**src/ultrasonic_echo_ranger_top_defines.svh**
```systemverilog
// ----------------------------------------------------------------------------
// Ultrasonic echo ranger assertion macros
// Shared concurrent assertion forms used by the ranger RTL.
// ----------------------------------------------------------------------------
`ifndef ULTRASONIC_ECHO_RANGER_TOP_DEFINES_SVH
`define ULTRASONIC_ECHO_RANGER_TOP_DEFINES_SVH

// Same-cycle implication, disabled while reset is asserted.
`define UER_ASSERT_IMP(label, clk, rstn, ante, cons) \
    label: assert property (@(posedge clk) disable iff (!rstn) (ante) |-> (cons)) \
        else $error("ranger assertion failed");

// Next-cycle implication, disabled while reset is asserted.
`define UER_ASSERT_NXT(label, clk, rstn, ante, cons) \
    label: assert property (@(posedge clk) disable iff (!rstn) (ante) |=> (cons)) \
        else $error("ranger assertion failed");

`endif

```
**src/uer_pkg.sv**
```systemverilog
// ----------------------------------------------------------------------------
// Ultrasonic echo ranger package
// Constants, phase codes and the controller/datapath interface types.
// ----------------------------------------------------------------------------
`default_nettype none

package uer_pkg;

    localparam int ECHO_COUNT_WIDTH_DEF = 16;
    localparam int TIMING_WIDTH_DEF     = 10;
    localparam int CFG_WIDTH            = 10;
    localparam int CFG_INDEX_WIDTH      = 3;
    localparam int DIST_WIDTH           = 18;
    localparam int FRAC_BITS            = 8;
    localparam int CM_SCALE_WIDTH       = 11;
    localparam int CM_PER_US_Q16        = 1114;

    localparam logic [CFG_WIDTH-1:0] PRE_LOW_RESET   = 10'd20;
    localparam logic [CFG_WIDTH-1:0] TRIG_HIGH_RESET = 10'd12;
    localparam logic [CFG_WIDTH-1:0] POST_LOW_RESET  = 10'd20;
    localparam logic [CFG_WIDTH-1:0] PERIOD_RESET    = 10'd1;
    localparam logic [CFG_WIDTH-1:0] MAX_DIST_RESET  = 10'd400;

    localparam logic [CFG_INDEX_WIDTH-1:0] CFG_PRE_LOW   = 3'd0;
    localparam logic [CFG_INDEX_WIDTH-1:0] CFG_TRIG_HIGH = 3'd1;
    localparam logic [CFG_INDEX_WIDTH-1:0] CFG_POST_LOW  = 3'd2;
    localparam logic [CFG_INDEX_WIDTH-1:0] CFG_PERIOD    = 3'd3;
    localparam logic [CFG_INDEX_WIDTH-1:0] CFG_MAX_DIST  = 3'd4;

    typedef logic [2:0] phase_t;

    localparam phase_t PH_IDLE = 3'd0;
    localparam phase_t PH_PRE  = 3'd1;
    localparam phase_t PH_HIGH = 3'd2;
    localparam phase_t PH_POST = 3'd3;
    localparam phase_t PH_WAIT = 3'd4;
    localparam phase_t PH_MEAS = 3'd5;
    localparam phase_t PH_MUL  = 3'd6;
    localparam phase_t PH_FIN  = 3'd7;

    typedef logic [1:0] tick_op_t;

    localparam tick_op_t TICK_HOLD = 2'd0;
    localparam tick_op_t TICK_CLR  = 2'd1;
    localparam tick_op_t TICK_SET1 = 2'd2;
    localparam tick_op_t TICK_INC  = 2'd3;

    typedef struct packed {
        logic pre;
        logic high;
        logic post;
    } timed_flags_t;

    typedef struct packed {
        tick_op_t tick_op;
        logic     meas_start;
        logic     meas_count;
        logic     mul1_load;
        logic     mul2_load;
        logic     out_load;
        logic     out_finish;
        logic     out_trig;
        logic     out_busy;
    } uer_cmd_t;

    typedef struct packed {
        logic         ticks_ge_cur;
        logic         inc_ge_cur;
        timed_flags_t len_zero;
        timed_flags_t len_le1;
    } uer_status_t;

endpackage

`default_nettype wire

```
**src/ultrasonic_echo_ranger_top.sv**
```systemverilog
// ----------------------------------------------------------------------------
// Ultrasonic echo ranger
// Trigger pulse generator and echo width timer with distance conversion.
//
//   Channel   Direction  Handshake          Payload
//   s_        in         s_valid/s_ready    s_start_req, s_echo_level
//   m_        out        m_valid/m_ready    m_trigger_level, m_busy_res, m_done_res,
//                                           m_valid_res, m_distance_q8
//   cfg_      in         cfg_we             cfg_index, cfg_wdata
//
// Each tick transaction yields one result transaction, registered in the cycle
// after acceptance. On the tick on which the echo falls, the result is instead
// registered after the PH_MUL and PH_FIN states of the two-stage distance
// multiplier, and input is held off in those states.
// A stalled output holds off input until the result is taken.
// Reset is synchronous and active low; configuration returns to its defaults.
// ----------------------------------------------------------------------------
`default_nettype none

module ultrasonic_echo_ranger_top #(
    parameter int ECHO_COUNT_WIDTH = uer_pkg::ECHO_COUNT_WIDTH_DEF,
    parameter int TIMING_WIDTH     = uer_pkg::TIMING_WIDTH_DEF
) (
    input  wire logic                                aclk,
    input  wire logic                                aresetn,
    input  wire logic                                cfg_we,
    input  wire logic [uer_pkg::CFG_INDEX_WIDTH-1:0] cfg_index,
    input  wire logic [uer_pkg::CFG_WIDTH-1:0]       cfg_wdata,
    input  wire logic                                s_valid,
    output logic                                     s_ready,
    input  wire logic                                s_start_req,
    input  wire logic                                s_echo_level,
    output logic                                     m_valid,
    input  wire logic                                m_ready,
    output logic                                     m_trigger_level,
    output logic                                     m_busy_res,
    output logic                                     m_done_res,
    output logic                                     m_valid_res,
    output logic [uer_pkg::DIST_WIDTH-1:0]           m_distance_q8
);

    uer_pkg::phase_t      phase;
    uer_pkg::uer_cmd_t    cmd;
    uer_pkg::uer_status_t status;

    uer_ctrl u_ctrl (
        .aclk         (aclk),
        .aresetn      (aresetn),
        .s_valid      (s_valid),
        .s_ready      (s_ready),
        .s_start_req  (s_start_req),
        .s_echo_level (s_echo_level),
        .m_valid      (m_valid),
        .m_ready      (m_ready),
        .phase        (phase),
        .cmd          (cmd),
        .status       (status)
    );

    uer_datapath #(
        .ECHO_COUNT_WIDTH (ECHO_COUNT_WIDTH),
        .TIMING_WIDTH     (TIMING_WIDTH)
    ) u_datapath (
        .aclk            (aclk),
        .aresetn         (aresetn),
        .cfg_we          (cfg_we),
        .cfg_index       (cfg_index),
        .cfg_wdata       (cfg_wdata),
        .phase           (phase),
        .cmd             (cmd),
        .status          (status),
        .m_trigger_level (m_trigger_level),
        .m_busy_res      (m_busy_res),
        .m_done_res      (m_done_res),
        .m_valid_res     (m_valid_res),
        .m_distance_q8   (m_distance_q8)
    );

endmodule

`default_nettype wire

```
**src/uer_datapath.sv**
```systemverilog
// ----------------------------------------------------------------------------
// Ultrasonic echo ranger datapath
// Configuration registers, phase tick counter, echo prescaler and counter,
// two-stage distance multiplier and the result register.
// ----------------------------------------------------------------------------
`default_nettype none

module uer_datapath #(
    parameter int ECHO_COUNT_WIDTH = uer_pkg::ECHO_COUNT_WIDTH_DEF,
    parameter int TIMING_WIDTH     = uer_pkg::TIMING_WIDTH_DEF
) (
    input  wire logic                                 aclk,
    input  wire logic                                 aresetn,
    input  wire logic                                 cfg_we,
    input  wire logic [uer_pkg::CFG_INDEX_WIDTH-1:0]  cfg_index,
    input  wire logic [uer_pkg::CFG_WIDTH-1:0]        cfg_wdata,
    input  wire uer_pkg::phase_t                      phase,
    input  wire uer_pkg::uer_cmd_t                    cmd,
    output uer_pkg::uer_status_t                      status,
    output logic                                      m_trigger_level,
    output logic                                      m_busy_res,
    output logic                                      m_done_res,
    output logic                                      m_valid_res,
    output logic [uer_pkg::DIST_WIDTH-1:0]            m_distance_q8
);

    localparam int CW  = uer_pkg::CFG_WIDTH;
    localparam int P1W = ECHO_COUNT_WIDTH + CW;
    localparam int P2W = P1W + uer_pkg::CM_SCALE_WIDTH;
    localparam int QW  = P2W - uer_pkg::FRAC_BITS;
    localparam int DW  = uer_pkg::DIST_WIDTH;

    logic [CW-1:0]               pre_low_reg;
    logic [CW-1:0]               trig_high_reg;
    logic [CW-1:0]               post_low_reg;
    logic [CW-1:0]               period_reg;
    logic [CW-1:0]               max_dist_reg;
    logic [TIMING_WIDTH-1:0]     ticks_reg, ticks_next;
    logic [CW-1:0]               prescale_reg, prescale_next;
    logic [ECHO_COUNT_WIDTH-1:0] count_reg, count_next;
    logic [P1W-1:0]              mul1_reg;
    logic [P2W-1:0]              mul2_reg;
    logic                        trig_reg, busy_reg, done_reg, valid_reg;
    logic [DW-1:0]               dist_reg;

    logic [TIMING_WIDTH-1:0]     pre_len, high_len, post_len, cur_len, ticks_inc;
    logic [CW-1:0]               period_eff, pre_base, pre_inc;
    logic [ECHO_COUNT_WIDTH-1:0] cnt_base;
    logic [QW-1:0]               q8, limit_q8;
    logic                        in_range;

    assign pre_len  = TIMING_WIDTH'(pre_low_reg);
    assign high_len = TIMING_WIDTH'(trig_high_reg);
    assign post_len = TIMING_WIDTH'(post_low_reg);

    always_comb begin
        unique case (phase)
            uer_pkg::PH_PRE:  cur_len = pre_len;
            uer_pkg::PH_HIGH: cur_len = high_len;
            default:          cur_len = post_len;
        endcase
    end

    assign ticks_inc = ticks_reg + TIMING_WIDTH'(1);

    assign status.ticks_ge_cur  = (ticks_reg >= cur_len);
    assign status.inc_ge_cur    = (ticks_inc >= cur_len);
    assign status.len_zero.pre  = (pre_len == '0);
    assign status.len_zero.high = (high_len == '0);
    assign status.len_zero.post = (post_len == '0);
    assign status.len_le1.pre   = (pre_len <= TIMING_WIDTH'(1));
    assign status.len_le1.high  = (high_len <= TIMING_WIDTH'(1));
    assign status.len_le1.post  = (post_len <= TIMING_WIDTH'(1));

    always_comb begin
        unique case (cmd.tick_op)
            uer_pkg::TICK_CLR:  ticks_next = '0;
            uer_pkg::TICK_SET1: ticks_next = TIMING_WIDTH'(1);
            uer_pkg::TICK_INC:  ticks_next = ticks_inc;
            default:            ticks_next = ticks_reg;
        endcase
    end

    assign period_eff = (period_reg == '0) ? CW'(1) : period_reg;
    assign pre_base   = cmd.meas_start ? '0 : prescale_reg;
    assign cnt_base   = cmd.meas_start ? '0 : count_reg;
    assign pre_inc    = pre_base + CW'(1);

    always_comb begin
        prescale_next = prescale_reg;
        count_next    = count_reg;
        if (cmd.meas_count) begin
            if (pre_inc >= period_eff) begin
                prescale_next = '0;
                count_next    = (cnt_base == '1) ? cnt_base
                                                 : cnt_base + ECHO_COUNT_WIDTH'(1);
            end else begin
                prescale_next = pre_inc;
                count_next    = cnt_base;
            end
        end
    end

    assign q8       = mul2_reg[P2W-1:uer_pkg::FRAC_BITS];
    assign limit_q8 = QW'({max_dist_reg, {uer_pkg::FRAC_BITS{1'b0}}});
    assign in_range = (q8 < limit_q8);

    always_ff @(posedge aclk) begin
        if (!aresetn) begin
            pre_low_reg   <= uer_pkg::PRE_LOW_RESET;
            trig_high_reg <= uer_pkg::TRIG_HIGH_RESET;
            post_low_reg  <= uer_pkg::POST_LOW_RESET;
            period_reg    <= uer_pkg::PERIOD_RESET;
            max_dist_reg  <= uer_pkg::MAX_DIST_RESET;
            ticks_reg     <= '0;
            prescale_reg  <= '0;
            count_reg     <= '0;
        end else begin
            if (cfg_we) begin
                unique case (cfg_index)
                    uer_pkg::CFG_PRE_LOW:   pre_low_reg   <= cfg_wdata;
                    uer_pkg::CFG_TRIG_HIGH: trig_high_reg <= cfg_wdata;
                    uer_pkg::CFG_POST_LOW:  post_low_reg  <= cfg_wdata;
                    uer_pkg::CFG_PERIOD:    period_reg    <= cfg_wdata;
                    uer_pkg::CFG_MAX_DIST:  max_dist_reg  <= cfg_wdata;
                    default: begin
                    end
                endcase
            end
            ticks_reg    <= ticks_next;
            prescale_reg <= prescale_next;
            count_reg    <= count_next;
        end
    end

    always_ff @(posedge aclk) begin
        if (cmd.mul1_load) begin
            mul1_reg <= P1W'(count_reg) * P1W'(period_eff);
        end
        if (cmd.mul2_load) begin
            mul2_reg <= P2W'(mul1_reg) * P2W'(uer_pkg::CM_PER_US_Q16);
        end
        if (cmd.out_load) begin
            trig_reg  <= cmd.out_trig;
            busy_reg  <= cmd.out_busy;
            done_reg  <= 1'b0;
            valid_reg <= 1'b0;
            dist_reg  <= '0;
        end else if (cmd.out_finish) begin
            trig_reg  <= 1'b0;
            busy_reg  <= 1'b0;
            done_reg  <= 1'b1;
            valid_reg <= in_range;
            dist_reg  <= in_range ? q8[DW-1:0] : '0;
        end
    end

    assign m_trigger_level = trig_reg;
    assign m_busy_res      = busy_reg;
    assign m_done_res      = done_reg;
    assign m_valid_res     = valid_reg;
    assign m_distance_q8   = dist_reg;

endmodule

`default_nettype wire

```
**src/uer_ctrl.sv**
```systemverilog
// ----------------------------------------------------------------------------
// Ultrasonic echo ranger controller
// Measurement phase sequencer, zero-length phase skipping and the
// input/output handshake control.
// ----------------------------------------------------------------------------
`default_nettype none

`include "ultrasonic_echo_ranger_top_defines.svh"

module uer_ctrl (
    input  wire logic                 aclk,
    input  wire logic                 aresetn,
    input  wire logic                 s_valid,
    output logic                      s_ready,
    input  wire logic                 s_start_req,
    input  wire logic                 s_echo_level,
    output logic                      m_valid,
    input  wire logic                 m_ready,
    output uer_pkg::phase_t           phase,
    output uer_pkg::uer_cmd_t         cmd,
    input  wire uer_pkg::uer_status_t status
);

    uer_pkg::phase_t phase_reg, phase_next;
    logic            m_valid_reg, m_valid_next;

    uer_pkg::phase_t p0, eff;
    logic            accept, ge, fresh, last;

    function automatic logic sel_flag(input uer_pkg::timed_flags_t f,
                                      input uer_pkg::phase_t p);
        logic r;
        unique case (p)
            uer_pkg::PH_PRE:  r = f.pre;
            uer_pkg::PH_HIGH: r = f.high;
            uer_pkg::PH_POST: r = f.post;
            default:          r = 1'b0;
        endcase
        return r;
    endfunction

    function automatic logic is_timed(input uer_pkg::phase_t p);
        return (p == uer_pkg::PH_PRE) || (p == uer_pkg::PH_HIGH) ||
               (p == uer_pkg::PH_POST);
    endfunction

    always_comb begin
        cmd          = '0;
        phase_next   = phase_reg;
        m_valid_next = m_valid_reg;
        ge           = 1'b0;

        s_ready = (phase_reg != uer_pkg::PH_MUL) && (phase_reg != uer_pkg::PH_FIN) &&
                  (!m_valid_reg || m_ready);
        accept  = s_valid && s_ready;

        if (m_valid_reg && m_ready) begin
            m_valid_next = 1'b0;
        end

        p0 = (phase_reg == uer_pkg::PH_IDLE && s_start_req) ? uer_pkg::PH_PRE : phase_reg;
        if (is_timed(p0)) begin
            ge = (p0 != phase_reg) ? sel_flag(status.len_zero, p0) : status.ticks_ge_cur;
        end
        fresh = (p0 != phase_reg) || ge;

        eff = ge ? p0 + 3'd1 : p0;
        for (int i = 0; i < 2; i++) begin
            if (is_timed(eff) && sel_flag(status.len_zero, eff)) begin
                eff = eff + 3'd1;
            end
        end
        last = fresh ? sel_flag(status.len_le1, eff) : status.inc_ge_cur;

        if (accept) begin
            unique case (eff)
                uer_pkg::PH_PRE, uer_pkg::PH_HIGH, uer_pkg::PH_POST: begin
                    cmd.out_load = 1'b1;
                    cmd.out_busy = 1'b1;
                    cmd.out_trig = (eff == uer_pkg::PH_HIGH);
                    if (last) begin
                        phase_next  = eff + 3'd1;
                        cmd.tick_op = uer_pkg::TICK_CLR;
                    end else begin
                        phase_next  = eff;
                        cmd.tick_op = fresh ? uer_pkg::TICK_SET1 : uer_pkg::TICK_INC;
                    end
                end
                uer_pkg::PH_WAIT: begin
                    cmd.out_load = 1'b1;
                    cmd.out_busy = 1'b1;
                    cmd.tick_op  = uer_pkg::TICK_CLR;
                    phase_next   = uer_pkg::PH_WAIT;
                    if (s_echo_level) begin
                        phase_next     = uer_pkg::PH_MEAS;
                        cmd.meas_start = 1'b1;
                        cmd.meas_count = 1'b1;
                    end
                end
                uer_pkg::PH_MEAS: begin
                    if (s_echo_level) begin
                        cmd.out_load   = 1'b1;
                        cmd.out_busy   = 1'b1;
                        cmd.meas_count = 1'b1;
                    end else begin
                        cmd.mul1_load = 1'b1;
                        phase_next    = uer_pkg::PH_MUL;
                    end
                end
                default: begin
                    cmd.out_load = 1'b1;
                    phase_next   = uer_pkg::PH_IDLE;
                end
            endcase
        end else if (phase_reg == uer_pkg::PH_MUL) begin
            cmd.mul2_load = 1'b1;
            phase_next    = uer_pkg::PH_FIN;
        end else if (phase_reg == uer_pkg::PH_FIN) begin
            cmd.out_finish = 1'b1;
            cmd.tick_op    = uer_pkg::TICK_CLR;
            phase_next     = uer_pkg::PH_IDLE;
        end

        if (cmd.out_load || cmd.out_finish) begin
            m_valid_next = 1'b1;
        end
    end

    always_ff @(posedge aclk) begin
        if (!aresetn) begin
            phase_reg   <= uer_pkg::PH_IDLE;
            m_valid_reg <= 1'b0;
        end else begin
            phase_reg   <= phase_next;
            m_valid_reg <= m_valid_next;
        end
    end

    assign phase   = phase_reg;
    assign m_valid = m_valid_reg;

    `UER_ASSERT_NXT(a_fall_starts_mul, aclk, aresetn,
        accept && phase_reg == uer_pkg::PH_MEAS && !s_echo_level,
        phase_reg == uer_pkg::PH_MUL)
    `UER_ASSERT_NXT(a_mul_to_fin, aclk, aresetn,
        phase_reg == uer_pkg::PH_MUL, phase_reg == uer_pkg::PH_FIN)
    `UER_ASSERT_IMP(a_fin_slot_free, aclk, aresetn,
        phase_reg == uer_pkg::PH_FIN, !m_valid_reg)
    `UER_ASSERT_NXT(a_fin_delivers, aclk, aresetn,
        phase_reg == uer_pkg::PH_FIN, m_valid_reg && phase_reg == uer_pkg::PH_IDLE)

endmodule

`default_nettype wire
```
**config.mk**
```make
export PLATFORM = sky130hd
export DESIGN_NAME = ultrasonic_echo_ranger_top
export DESIGN_NICKNAME = d
export VERILOG_FILES = /design/src/uer_pkg.sv /design/src/ultrasonic_echo_ranger_top.sv /design/src/uer_datapath.sv /design/src/uer_ctrl.sv
export VERILOG_INCLUDE_DIRS = /design/src /design/src/src
export SDC_FILE = /design/constraint.sdc
export NUM_CORES = 1
export LEC_CHECK = 0
export BUFFER_PORTS_ARGS = -buffer_cell sky130_fd_sc_hd__buf_4
export CAP_MARGIN = 20
export CORE_MARGIN = 3
export CORE_UTILIZATION = 30
export DETAILED_ROUTE_END_ITERATION = 10
export PLACE_DENSITY = 0.53
export SYNTH_ARGS = -nofsm -noshare
export SYNTH_HDL_FRONTEND = slang
export SYNTH_SLANG_ARGS = --single-unit
```
**constraint.sdc**
```tcl
create_clock -name aclk -period 12.35 [get_ports aclk]
set_input_delay 1.235 -clock aclk [delete_from_list [all_inputs] [get_ports aclk]]
set_output_delay 1.235 -clock aclk [all_outputs]
set_load 0.02 [all_outputs]
```
==> results of run 1 <==
## worst max-delay path by stage
stage,endpoint,slack (ns)
after floorplan,u_datapath.count_reg[5]$_SDFFE_PN0P_,3.44
after global placement,u_datapath.count_reg[10]$_SDFFE_PN0P_,2.74
after detailed placement,u_datapath.count_reg[10]$_SDFFE_PN0P_,2.38
after CTS,u_datapath.count_reg[10]$_SDFFE_PN0P_,2.56
after global routing,u_datapath.count_reg[10]$_SDFFE_PN0P_,1.55
final,u_datapath.count_reg[10]$_SDFFE_PN0P_,2.49
## synthesized netlist by cell type (10+ instances only)
master	count	area [um^2]
or4_1	11	82.6
a22o_1	19	166
and2_1	45	282
a21o_1	27	203
o21a_1	14	105
a21oi_1	62	310
o211ai_1	15	113
a31oi_1	14	87.6
nand4_1	13	81.3
clkbuf_1	60	225
nor2b_1	40	250
nand2b_1	10	62.6
xor2_1	18	158
and3_1	21	131
dfxtp_1	110	2200
fa_1	173	3460
xnor2_1	48	420
nor2_1	85	319
nand2_1	262	983
a22oi_1	14	105
ha_1	242	3030
nor3_1	17	85.1
or3_1	13	81.3
o21ai_0	40	200
nand3_1	33	165
inv_1	189	709
a21boi_0	43	323
edfxtp_1	57	1710
## power by group through the flow
stage	clock, uW	combinational, uW	sequential [uW]
after CTS	574	429	602
after detailed placement	0	426	615
after floorplan	0	331	600
after global placement	0	407	614
after global routing	593	484	605
final	557	428	603
## layout make-up
type	count	area, um^2	share of cell area, %
multi-input cells	1398	12300	65.1
flip-flops and latches	167	3910	20.7
well taps	756	946	5.01
inverters	190	713	3.78
clock buffers	20	479	2.54
repair buffers	50	395	2.10
clock inverters	12	133	0.703
## critical path, delay by kind of cell (launching register included)
family | cells | cell delay (ns)
multiplexers | 1 | 0.12
flip-flops | 1 | 1.00
XOR/XNOR | 3 | 0.81
AND/OR/NAND/NOR | 12 | 2.30
adder cells (fa/ha/maj) | 8 | 2.16
AO/OA/AOI/OAI | 13 | 3.27
buffers and inverters | 1 | 0.12
## cell families after synthesis
group           count (synthesis)  share of synthesized area (%)
fa+ha+maj                     417                           37.8
compound gates                316                           12.9
buf+inv                       266                           5.89
mux                             6                          0.364
xor+xnor                       66                           3.36
simple gates                  593                           16.9
flops                         167                           22.7
## stage by stage
step | hold WS (ns) | util [%] | total power (uW) | setup slack (ns) | instance area [um^2]
3_5_place_dp | 0.442 | 32.3 | 1040 | 2.38 | 18300
5_1_grt | 0.479 | 33.3 | 1680 | 1.55 | 18900
3_3_place_gp | 0.441 | 32.2 | 1020 | 2.74 | 18200
6_report | 0.461 | 33.3 | 1590 | 2.49 | 18900
4_1_cts | 0.461 | 33.3 | 1610 | 2.56 | 18900
2_1_floorplan | 0.436 | - | 931 | 3.44 | 17200
## layer usage
metal	part of all wire, %	track usage, %
met2	49	25.0
met3	2.8	1.48
met5	0	0
met4	1.8	3.87
met1	46	18.4
==> results.cfg, run 1 <==
[clocking]
cts_num_sinks = 167
post_cts_buffers = 0
post_cts_resize_count = 0
cts_tree = built
cts.clk_slew.worst_paths_ns = 0.07
htree_levels = 4
clock_path_buffers = 2
clk_latency_ns = 0.44
cts_buffers = 17
cts_hold_buf = 0
clock-root-buffer = clkbuf_16

[route]
wirelength_mm = 41.4
vias = 12700
route.antenna.remaining_nets = 0
drt_iter0_drc = 606
vias_per_cell = 4.89
drt_first_pass_iters = 5
wl_per_cell_um = 16.0
drc = 0

[sta]
setup_viol = 0
rsz0062_at_grt = false
min_period_ns = 9.86
hold_viol = 0
tightest_slew_ns = 1.02
slew_violations = 0
slew_headroom_pct = 31.7
final.period_utilization_pct = 79.8
setup_tns_ns = 0
clock_skew_ns = 0.0158
fmax_ghz = 0.101

[yosys]
ys_ff_latch = 167
ys.flop_type = dfxtp_1
syn_inst = 1831
synth_fp_nets = 2266
synth_area_per_cell_um2 = 9.40
ys_types = 84
yosysSeqAreaShare_pct = 22.7
syn-cell-area_um2 = 17200
ys_warn_count = 0
synth_edf_count = 57
async_flop_share_pct = 0

[layout]
n_fill_cell = 5852
n_antenna_cell = 0
layout_common_cells = nand2_1, ha_1, inv_1, fa_1, dfxtp_1
final_common_cell = nand2_1
fin_nets = 2259
largest_reg_flops = 29
layout.cells.non_filler = 2593
syn_to_final_growth_pct = 9.66
layout-drive-gt1-share_pct = 6.37

[power]
p_seq_share_pct = 38.0
p_switching_uw = 538
p_sw_share_pct = 33.9
p_int_uw = 1050
p_leak_uw = 0.00879
p_clk_share_pct = 35.1
peakVddDrop_mv = 0.0779
power.density_nw_per_um2 = 84.1
p_comb_share_pct = 27.0

[critical_path]
required_ns = 12.72
slowest_stage = dfxtp_1
rrSetupSlack_ns = 2.49
crit_path_start_kind = register
r2r_cells = 38
crit_arrival_ns = 10.22
path_common_cell = ha_1
slowest_delay_ns = 1.00
critPathLaunch = u_ctrl.phase[0]$_SDFFE_PN0P_
criticalPathCategory = reg -> reg
end_kind = register
r2r_start = u_ctrl.phase[0]$_SDFFE_PN0P_
worst-path-max-fanout = 29
r2r-end = u_datapath.count_reg[10]$_SDFFE_PN0P_

[grt]
grt_use_total_pct = 14.2
grt_pass1_wl_mm = 69.0
globalRouteOverflowTotal = 0
grt_max_degree = 89
grt_pass1_vias = 13300
grt_antenna_before_repair = 0

[place]
port_buffers = 43
dp_cells = 2561
hpwl_mm = 32.5
globalplace.congestion = 0.830

[floorplanning]
die_w_um = 245
dieArea_um2 = 60300
rows = 87
floorplan.initialDensity_pct = 30.4
core_area_um2 = 56600
dieHeight_um = 245
io_pins = 44

[status]
outcome = complete, no violations

[min_path]
hold_path_end = u_datapath.m_distance_q8[2]$_SDFFE_PP0P_
hp-class = reg -> reg
hold_path_depth = 1
min_from = u_datapath.mul2_reg[10]$_DFFE_PP_

[flow_run]
maxCapViolCount = 0
No activity file was read; power rests on OpenSTA's default activity.
==> run 2, diff against run 1 <==
Settings changed: ABC_AREA set to 1, PLACE_DENSITY 0.53 to 0.55.
Clock period 12.35 ns to 8.9 ns, I/O delays scaled along.
==> results.cfg, run 2 <==
[power]
power.density_nw_per_um2 = 134
p_leak_uw = 0.00968
power_uw = 2540
peakVddDrop_mv = 0.140

[yosys]
synth_area_per_cell_um2 = 8.58
ys_types = 59
syn-cell-area_um2 = 17300
yosys.cell_count.top_type = nand2_1
yosysSeqAreaShare_pct = 22.7
synth_area_leaders = fa_1, ha_1, dfxtp_1
ys_warn_count = 0
synth_top_cells_by_count = nand2_1, inv_1, ha_1
ys_ff_latch = 167
synth_fp_nets = 2446
syn_inst = 2011
async_flop_share_pct = 0
synth_top_area_share_pct = 20.1
ys.flop_type = dfxtp_1
yosysTopAreaCell = fa_1
synth_edf_count = 57

[clocking]
post_cts_resize_count = 0
clock-root-buffer = clkbuf_16
cts_num_sinks = 167
clk_latency_ns = 0.46
clock_path_buffers = 2
htree_levels = 4
cts_hold_buf = 0
cts_tree = built
post_cts_buffers = 0
cts.clk_slew.worst_paths_ns = 0.08
cts_buffers = 17

[floorplanning]
core_area_um2 = 56600
io_pins = 44
die_w_um = 246
rows = 87
dieArea_um2 = 60400
dieHeight_um = 246
floorplan.initialDensity_pct = 30.5

[route]
drt_iter0_drc = 623
wirelength_mm = 40.9
vias_per_cell = 4.71
drt_first_pass_iters = 5
drc = 0
wl_per_cell_um = 14.7
route.antenna.remaining_nets = 0
vias = 13100

[sta]
slew_headroom_pct = 35.9
final.period_utilization_pct = 90.6
setup_tns_ns = 0
clock_skew_ns = 0.0120
setup_viol = 0
slew_violations = 0
fmax_ghz = 0.124
hold_viol = 0
min_period_ns = 8.06
tightest_slew_ns = 0.960
rsz0062_at_grt = false

[flow_run]
maxCapViolCount = 0

[grt]
globalRouteOverflowTotal = 0
grt_pass1_wl_mm = 69.0
grt_max_degree = 60
grt_antenna_before_repair = 0
grt_use_total_pct = 14.1
grt_pass1_vias = 13600

[critical_path]
slowest_delay_ns = 0.41
crit_arrival_ns = 8.41
criticalPathCategory = reg -> reg
worst-path-max-fanout = 11
crit_path_start_kind = register
required_ns = 9.25
slowest_stage = dfxtp_1
end_kind = register

[place]
hpwl_mm = 32.7
port_buffers = 43
globalplace.congestion = 0.833

[status]
outcome = complete, no violations

[layout]
syn_to_final_growth_pct = 10.0
largest_reg_flops = 29
n_antenna_cell = 0
final_common_cell = nand2_1
layout-drive-gt1-share_pct = 9.10
fin_nets = 2454
layout_common_cells = nand2_1, inv_1, ha_1, fa_1, nor2_1

[min_path]
hp-class = reg -> reg
==> run 2: cells by family (layout without fill, tap and decap cells) <==
logic type | count (synthesis) | count (layout) | synth area share [%]
XOR/XNOR | 71 | 71 | 3.60
AND/OR/NAND/NOR | 714 | 714 | 19.0
buffers and inverters | 398 | 419 | 8.90
flip-flops | 167 | 167 | 22.7
AO/OA/AOI/OAI | 245 | 245 | 8.09
adder cells (fa/ha/maj) | 416 | 416 | 37.7
==> run 2: per-stage QoR <==
stage	setup WS [ns]	instance area [um^2]	hold slack (ns)	instances	utilization, %
2_1_floorplan	1.14	17300	0.430	2011	-
3_3_place_gp	0.631	18300	0.456	2754	32.3
3_5_place_dp	0.341	18300	0.458	2756	32.4
4_1_cts	0.285	18900	0.470	2788	33.5
5_1_grt	0.0250	19000	0.491	2788	33.5
6_report	0.840	19000	0.464	2788	33.5
==> run 2: final timing paths <==
kind,end,slack (ns),from,depth (start not counted)
worst max-delay path,u_datapath.count_reg[7]$_SDFFE_PN0P_,0.84,u_ctrl.phase[1]$_SDFFE_PN0P_,51
worst max register to register,u_datapath.count_reg[7]$_SDFFE_PN0P_,0.84,u_ctrl.phase[1]$_SDFFE_PN0P_,51
worst min register to register,u_datapath.m_distance_q8[17]$_SDFFE_PP0P_,0.46,u_datapath.m_distance_q8[17]$_SDFFE_PP0P_,2
worst min-delay path,u_datapath.m_distance_q8[17]$_SDFFE_PP0P_,0.46,u_datapath.m_distance_q8[17]$_SDFFE_PP0P_,2
==> run 2: worst max-delay path: cells and delay by family, from the launching register on <==
family,cells,cell delay (ns)
AND/OR/NAND/NOR,25,3.08
adder cells (fa/ha/maj),8,1.84
AO/OA/AOI/OAI,10,1.43
XOR/XNOR,3,0.67
buffers and inverters,5,0.49
flip-flops,1,0.41
==> run 2: per-layer routing <==
| metal | global-route usage (%) | share of wire [%] | routed length (um) |
|---|---|---|---|
| met1 | 18.1 | 45 | 18400 |
| met2 | 24.7 | 50 | 20300 |
| met3 | 2.25 | 4.0 | 1640 |
| met4 | 3.46 | 1.4 | 559 |
| met5 | 0 | 0 | 0 |
==> run 2: area by class of cell <==
cell class | instances | area (um^2)
inverters | 336 | 1270
clock inverters | 15 | 169
well taps | 756 | 946
clock buffers | 17 | 425
flip-flops and latches | 167 | 3910
repair buffers | 51 | 407
multi-input cells | 1446 | 11900
fillers | 5900 | 37600
==> run 2: power by group <==
part	switching (uW)	internal [uW]	leakage [uW]	total [uW]
clock network	364	402	0.000296	766
logic	576	314	0.00793	890
registers	48.5	840	0.00145	889
total	988	1560	0.00968	2540
